--- config.mk ---
export PLATFORM = sky130hd
export DESIGN_NAME = madl_ram
export DESIGN_NICKNAME = d
export VERILOG_FILES = /design/src/rtl/core/madl_ram.sv
export SDC_FILE = /design/constraint.sdc
export NUM_CORES = 1
export LEC_CHECK = 0
export BUFFER_PORTS_ARGS = -buffer_cell sky130_fd_sc_hd__buf_2
export CAP_MARGIN = 20
export CORE_MARGIN = 8
export CORE_UTILIZATION = 45
export CTS_CLUSTER_DIAMETER = 100
export DETAILED_ROUTE_END_ITERATION = 10
export PLACE_DENSITY = 0.69
export SKIP_CTS_REPAIR_TIMING = 1
export SLEW_MARGIN = 20
export SYNTH_ARGS = -nofsm -noshare
export SYNTH_HDL_FRONTEND = slang
export SYNTH_SLANG_ARGS = --single-unit
export TNS_END_PERCENT = 30
--- constraint.sdc ---
create_clock -name clk_i -period 4.25 [get_ports clk_i]
set_clock_uncertainty 0.2 [all_clocks]
set_input_delay 0.2125 -clock clk_i [delete_from_list [all_inputs] [get_ports clk_i]]
set_output_delay 0.2125 -clock clk_i [all_outputs]
set_load 0.05 [all_outputs]
--- src/rtl/core/madl_ram.sv ---
`default_nettype none

module madl_ram #(
  parameter int unsigned WIDTH = 8,
  parameter int unsigned DEPTH = 16
) (
  input  wire logic                     clk_i,
  input  wire logic                     we_i,
  input  wire logic [$clog2(DEPTH)-1:0] waddr_i,
  input  wire logic [WIDTH-1:0]         wdata_i,
  input  wire logic                     re_i,
  input  wire logic [$clog2(DEPTH)-1:0] raddr_i,
  output logic      [WIDTH-1:0]         rdata_o
);

  logic [WIDTH-1:0] mem_q [DEPTH];

  // write port
  always_ff @(posedge clk_i) begin
    if (we_i) begin
      mem_q[waddr_i] <= wdata_i;
    end
  end

  // registered read, old data on a same-address write
  always_ff @(posedge clk_i) begin
    if (re_i) begin
      rdata_o <= mem_q[raddr_i];
    end
  end

endmodule

`default_nettype wire

# ---- Word-level counts from Yosys, hierarchy flattened
# Memory sizes are Yosys's and may differ from the RTL's. A register that Yosys moved wholly into a read port is not among the register bits.
# Index checks and enable logic that the tools add are counted.
dict set report op_classes {
  mux 2
}
# cell n
set ops {}
lappend ops {{$mux 1} 2}
dict set report totals {
  mem_bits_rw 128
  mem_count 1
  output_inout_bits 8
  ff_bits 0
}
# memory depth width read_ports rd_ports_with_merged_regs wr line_no
set mem_list {}
lappend mem_list {mem_q 16 8 1 1 1 16} ;# logic [WIDTH-1:0] mem_q [DEPTH];

# ---- Longest topological paths before layout
# Gate-level depths: netlist of run 1.
dict set report logic_depth {
  ltp_word 2
  mapped_depth 5
  ltp_nobuf 3
}

# ---- Least setup slack after synthesis of run 1
# Ideal clock, no wire load.
dict set report synth_timing {
  path_kind {input -> register}
  start {in waddr_i[2]}
  end {mem mem_q[0][0] (enable)}
  path_stages 2
  t_arrival_ns 1.322
  setup_slack_ns 2.345
  setup_time_ns 0.383
  path_cell_list {or3b_2 nor3_1}
}
# item line_no
set synth_lines {}
lappend synth_lines {{start, declared} 9} ;# input wire logic [$clog2(DEPTH)-1:0] waddr_i,
lappend synth_lines {{end, declared} 16}
# No word-level cell before the write port.

==> results of run 1 <==
==> stage by stage <==
step                      utilization (%)  power [mW]
after global routing                 53.9        3.14
after CTS                            53.1        3.07
final                                53.9        3.06
after detailed placement             48.2        1.70
after global placement               48.2        1.70
after floorplan                         -        1.64
==> Yosys cell counts (2+ instances only) <==
| master | number |
|---|---|
| mux4_2 | 18 |
| edfxtp_1 | 136 |
| nand2b_1 | 2 |
| mux4_1 | 14 |
| buf_6 | 3 |
| nand2_1 | 9 |
| nor3_1 | 4 |
| clkdlybuf4s25_2 | 3 |
| nand3b_1 | 2 |
| buf_2 | 3 |
| nor2_1 | 13 |
| a22oi_1 | 16 |
==> logic make-up (layout without fill, tap and decap cells) <==
group	count (synthesis)	in the layout	share of synthesized area [%]
buffers and inverters	10	69	1.65
flip-flops	136	136	78.1
AO/OA/AOI/OAI	16	16	2.30
multiplexers	32	32	14.8
AND/OR/NAND/NOR	35	35	3.14
==> sequential cells by signal, summed over array words and instances, names as in the netlist <==
register  flops
mem_q       128
rdata_o       8
==> cell type report <==
type	instances	area [um2]
Clock buffer	18	429
Clock inverter	14	134
Fill cell	865	5250
Multi-Input combinational cell	83	1060
Sequential cell	136	4080
Tap cell	143	179
Timing Repair Buffer	37	235
==> power by group through the flow <==
stage          registers, mW  clock network (mW)  logic, mW
2_1_floorplan           1.57                   0     0.0763
5_1_grt                 1.52                1.45      0.170
3_5_place_dp            1.55                   0      0.154
4_1_cts                 1.52                1.39      0.154
6_report                1.52                1.38      0.159
3_3_place_gp            1.55                   0      0.150
==> how the worst min path moves through the flow <==
| stage | from | slack [ps] | depth (start not counted) | endpoint |
|---|---|---|---|---|
| CTS | wdata_i[2] | -30 | 1 | mem_q[8][2] |
| floorplan | wdata_i[0] | 110 | 0 | mem_q[0][0] |
| detailed placement | re_i | 410 | 1 | rdata_o[2] |
| global route | wdata_i[5] | 8 | 1 | mem_q[7][5] |
| finish | wdata_i[5] | 10 | 1 | mem_q[5][5] |
| global placement | wdata_i[6] | 400 | 1 | mem_q[6][6] |
==> per-layer routing <==
| metal | global-route usage, % | vias to the layer above | wire length (um) |
|---|---|---|---|
| li1 | - | 1075 | - |
| met1 | 17.6 | 1272 | 4230 |
| met2 | 22.5 | 82 | 5150 |
| met3 | 4.81 | 11 | 557 |
| met4 | 6.85 | 0 | 129 |
| met5 | 0 | - | 0 |
==> critical path, cell delays in order <==
cell	delay (ps)
buf_4	470
mux4_1	640
a22oi_1	290
nand2_1	120
==> flow_summary.json, run 1 <==
{
  "outcome": "finished clean",
  "slew_violations": 0,
  "ioPinCount": 27,
  "drv_cap": 0,
  "wl_um": 10100,
  "die_h_um": 124,
  "synthTopCellsByArea": "edfxtp_1, mux4_2, mux4_1",
  "finalSetupViolations": 0,
  "drc": 0,
  "seq_area_frac_synth_pct": 78.1,
  "clockBufferDepth": 2,
  "synthFlopType": "edfxtp_1",
  "synth.avg_cell_area_um2": 22.8,
  "worstReg2RegStart": "mem_q[1][0]",
  "finalSetupTns_ps": 0,
  "grt_use_total_pct": 14.3,
  "synth_cell_type_count": 18,
  "hp-class": "input port to register",
  "hold_ws_ps": 12.2,
  "die-area_um2": 15300,
  "synth_edf_count": 136,
  "place_area_um2": 5480,
  "antenna_cells": 0,
  "final_area_um2": 6120,
  "p_sw_uw": 637,
  "critPathKind": "input port to register",
  "p_sw_share_pct": 20.8,
  "drt_iter0_drc": 236,
  "clkLatencyLatePin_ps": 420,
  "layout_commonest_cell": "edfxtp_1",
  "max-slew-margin-rel_pct": 33.7,
  "ys_warn_count": 0,
  "fin_nets": 294,
  "start_kind": "input port",
  "dp.cells": 391,
  "grt_pass1_wl_um": 15100,
  "hold_viol_final": 0,
  "area_growth_pct": 17.1,
  "netlist_area_um2": 5230,
  "initial_utilization_pct": 46.0,
  "max_freq_ghz": 0.554,
  "powerDensity_nw_per_um2": 500,
  "clock-sinks": 136,
  "synth_top_area_cell": "edfxtp_1",
  "timing.final.ws_setup_ps": 2440,
  "synthArstFlopShare_pct": 0,
  "avgRoutedWirePerCell_um": 23.4,
  "yosys.area.top_type_share_pct": 78.1,
  "period_share_pct": 42.5,
  "drt_first_pass_iters": 4,
  "place_ws_ps": 1690,
  "syn_inst": 229,
  "layout_common_cells": "edfxtp_1, buf_2, mux4_2, clkbuf_16, a22oi_1",
  "vias": 2440,
  "cts_max_level": 4,
  "clkPwrFrac_pct": 45.2,
  "endpoint": "rdata_o[0]",
  "die_w_um": 124,
  "antenna_left": 0,
  "ys_ff_latch": 136,
  "port_buffers": 26,
  "antenna_found_initial": 0,
  "rr_endpoint": "rdata_o[0]",
  "fin_crit_ps": 1810,
  "avgViaCountPerCell": 5.66,
  "final_cell_count_no_fill": 431,
  "grt_max_degree": 33,
  "reg2reg_depth": 3,
  "path_clk_slew_ps": 60,
  "drive_above_1_share_pct": 27.1,
  "place.gp.congestion": 0.706,
  "grt_pass1_vias": 2470,
  "cp-end-kind": "register",
  "p_leak_nw": 2.02,
  "grt-ovfl-total": 0,
  "core-area_um2": 11400,
  "cts_tree": "built",
  "p_comb_share_pct": 5.2,
  "dp_hpwl_um": 6160,
  "peakVddDrop_mv": 0.272,
  "worstPathArrival_ps": 1760,
  "cell_internal_pwr_mw": 2.42,
  "reg2reg_slack_ps": 2510,
  "required_ps": 4200,
  "path_max_fanout": 32,
  "worst_slew_pin_slew_ps": 990,
  "floorplan.rows": 39,
  "cts_made_buffers": 17,
  "cts-root-buf": "clkbuf_16",
  "rsz0062_at_grt": "no",
  "seq_power_share_pct": 49.7,
  "crit_start": "raddr_i[0]",
  "syn_nets": 248
}
Power figures use the tool's default switching activity.
==> inputs of run 2 (changes only) <==
ABC_AREA = 1   (was default)
PLACE_DENSITY = 0.71   (was 0.69)
clock period = 1.55 ns   (was 4.25 ns; I/O delays follow)
==> run 2 against run 1 <==
Against the previous run:
- critical endpoint is now rdata_o[1]
- worst setup slack got worse by 2200 ps
- wire length up 26%
- hold slack got worse by 17 ps
- the flow now finishes with violations (negative hold slack)
- largest cell class unchanged
- sequential share of layout area shrank 7.8 points
- core utilization is 0.87 points higher
- clock power rose to 3.0 times the previous value
- total power rose to 2.9 times the previous value
- die area up 10%
- non-clock buffer count rose by 21
- critical path depth rose by 2
- first-iteration DRC count increased by 69%
- via count up 60%
==> flow_summary.json, run 2 <==
{
  "outcome": "complete, but fails checks",
  "layout_common_cells": "nand2_1, edfxtp_1, inv_1, nand3_1, buf_2",
  "port_buffers": 26,
  "worstReg2RegStart": "mem_q[9][1]",
  "synthTopCellsByArea": "edfxtp_1, nand2_1, nand3_1",
  "die-area_um2": 16900,
  "grt_pass1_vias": 3649,
  "grt-ovfl-total": 0,
  "critPathSlowestCell": "edfxtp_1",
  "place_area_um2": 6240,
  "worstPathArrival_ps": 1320,
  "avgRoutedWirePerCell_um": 16.0,
  "antenna_found_initial": 0,
  "avgViaCountPerCell": 4.95,
  "drt_first_pass_iters": 5,
  "crit_top_cell": "nand3_1",
  "floorplan.rows": 41,
  "netlist_area_um2": 5850,
  "cts_made_buffers": 17,
  "vias": 3900,
  "drt_iter0_drc": 399,
  "largest_register_ffs": 128,
  "dp_hpwl_um": 7780,
  "worstHoldEndpoint": "rdata_o[6]",
  "reg2reg_depth": 6,
  "worstHoldPathCells": 4,
  "synth_cell_type_count": 11,
  "cp_slowest_stage_delay_ps": 370,
  "reg_top3": "mem_q (128), rdata_o (8)",
  "max_freq_ghz": 0.740,
  "grt_max_degree": 65,
  "syn_nets": 570,
  "die_w_um": 130,
  "cts-root-buf": "clkbuf_16",
  "rr_endpoint": "rdata_o[1]",
  "synthTopCellsByCount": "nand2_1, edfxtp_1, inv_1",
  "synth_top_area_cell": "edfxtp_1",
  "synthArstFlopShare_pct": 0,
  "p_leak_nw": 2.99,
  "worst_slew_pin_slew_ps": 579,
  "clock-sinks": 136,
  "regMostFlops": "mem_q",
  "hold_viol_final": 1,
  "antenna_left": 0,
  "finalSetupTns_ps": 0,
  "antenna_cells": 0,
  "hold_start": "raddr_i[3]",
  "core-area_um2": 12700,
  "drc": 0,
  "final_area_um2": 6930,
  "peakVddDrop_mv": 0.691,
  "clkLatencyLatePin_ps": 420,
  "finalSetupViolations": 0,
  "ioPinCount": 27,
  "fin_crit_ps": 1350,
  "powerDensity_nw_per_um2": 1280,
  "nFillCells": 1057,
  "yosys.area.top_type_share_pct": 69.8,
  "synth.avg_cell_area_um2": 10.6,
  "layout_commonest_cell": "nand2_1",
  "max-slew-margin-rel_pct": 61.3,
  "rsz0062_at_grt": "no",
  "required_ps": 1520,
  "initial_utilization_pct": 46.1,
  "yosysMostFrequentCell": "nand2_1",
  "fin_nets": 623,
  "ys_warn_count": 0,
  "seq_area_frac_synth_pct": 69.8,
  "path_clk_slew_ps": 60,
  "cts_max_level": 4,
  "path_cells": "inv_1, nand2_1, nand3_1, nand3_1, nand3_1, nand2_1",
  "place.gp.congestion": 0.799,
  "reg2reg_slack_ps": 200,
  "drive_above_1_share_pct": 12.8,
  "hold_ws_ps": -4.62,
  "period_share_pct": 87.1,
  "slew_violations": 0,
  "wl_um": 12600,
  "violations": "negative hold slack",
  "grt_use_total_pct": 15.9,
  "synthFlopType": "edfxtp_1",
  "path_max_fanout": 1,
  "cp-end-kind": "register",
  "die_h_um": 130,
  "cts_tree": "built",
  "drv_cap": 0,
  "area_growth_pct": 18.6,
  "synth_edf_count": 136,
  "hp-class": "input port to register",
  "syn_inst": 551,
  "start_kind": "register",
  "clockBufferDepth": 2,
  "critPathKind": "register to register",
  "grt_pass1_wl_um": 19800,
  "ys_ff_latch": 136
}
## run 2: area by class of cell
| cell class | instances | area (um2) | share of cell area (%) |
|---|---|---|---|
| flip-flops and latches | 136 | 4080 | 58.9 |
| multi-input cells | 289 | 1210 | 17.5 |
| repair buffers | 58 | 430 | 6.21 |
| clock buffers | 17 | 425 | 6.13 |
| inverters | 102 | 383 | 5.52 |
| well taps | 172 | 215 | 3.10 |
| clock inverters | 14 | 183 | 2.63 |
## run 2: worst max-delay path, delay by kind of cell, from the launching register on
family,cells,cell delay (ps)
AND/OR/NAND/NOR,5,450
buffers and inverters,1,70
flip-flops,1,370
## run 2: where the power goes
group | switching (mW) | leakage (nW) | internal [mW] | total, mW
Sequential | 0.0236 | 1.24 | 4.14 | 4.17
Clock | 1.47 | 0.291 | 2.66 | 4.13
Combinational | 0.411 | 1.47 | 0.168 | 0.579
## run 2: logic make-up after synthesis
logic type	synth area share, %
DFF	69.8
and+or+nand+nor	20.8
buffers and inverters	9.39
## run 2: worst max-delay path by stage
| stage | slack, ps | startpoint | to |
|---|---|---|---|
| 3_5_place_dp | 100 | raddr_i[1] | rdata_o[1] |
| 2_1_floorplan | 320 | waddr_i[2] | mem_q[10][0] |
| 5_1_grt | 130 | mem_q[11][2] | rdata_o[2] |
| 4_1_cts | 180 | rdata_o[2] | rdata_o[2] |
| 3_3_place_gp | 100 | raddr_i[1] | rdata_o[1] |
| 6_report | 200 | mem_q[9][1] | rdata_o[1] |
## run 2: through the flow
step | std cells | setup slack, ps | utilization (%) | power, mW
floorplan | 551 | 322 | - | 4.59
global placement | 748 | 104 | 49.2 | 4.80
detailed placement | 748 | 95.2 | 49.2 | 4.80
CTS | 779 | 184 | 54.0 | 8.89
global route | 788 | 131 | 54.7 | 9.10
finish | 788 | 199 | 54.7 | 8.88
## run 2: per-layer routing
metal,share of wire (%),track usage (%),up-vias
met5,0,0,-
met4,2.2,6.83,0
met3,7.4,4.32,23
met2,47,25.3,159
met1,44,19.9,1829
li1,-,-,1889
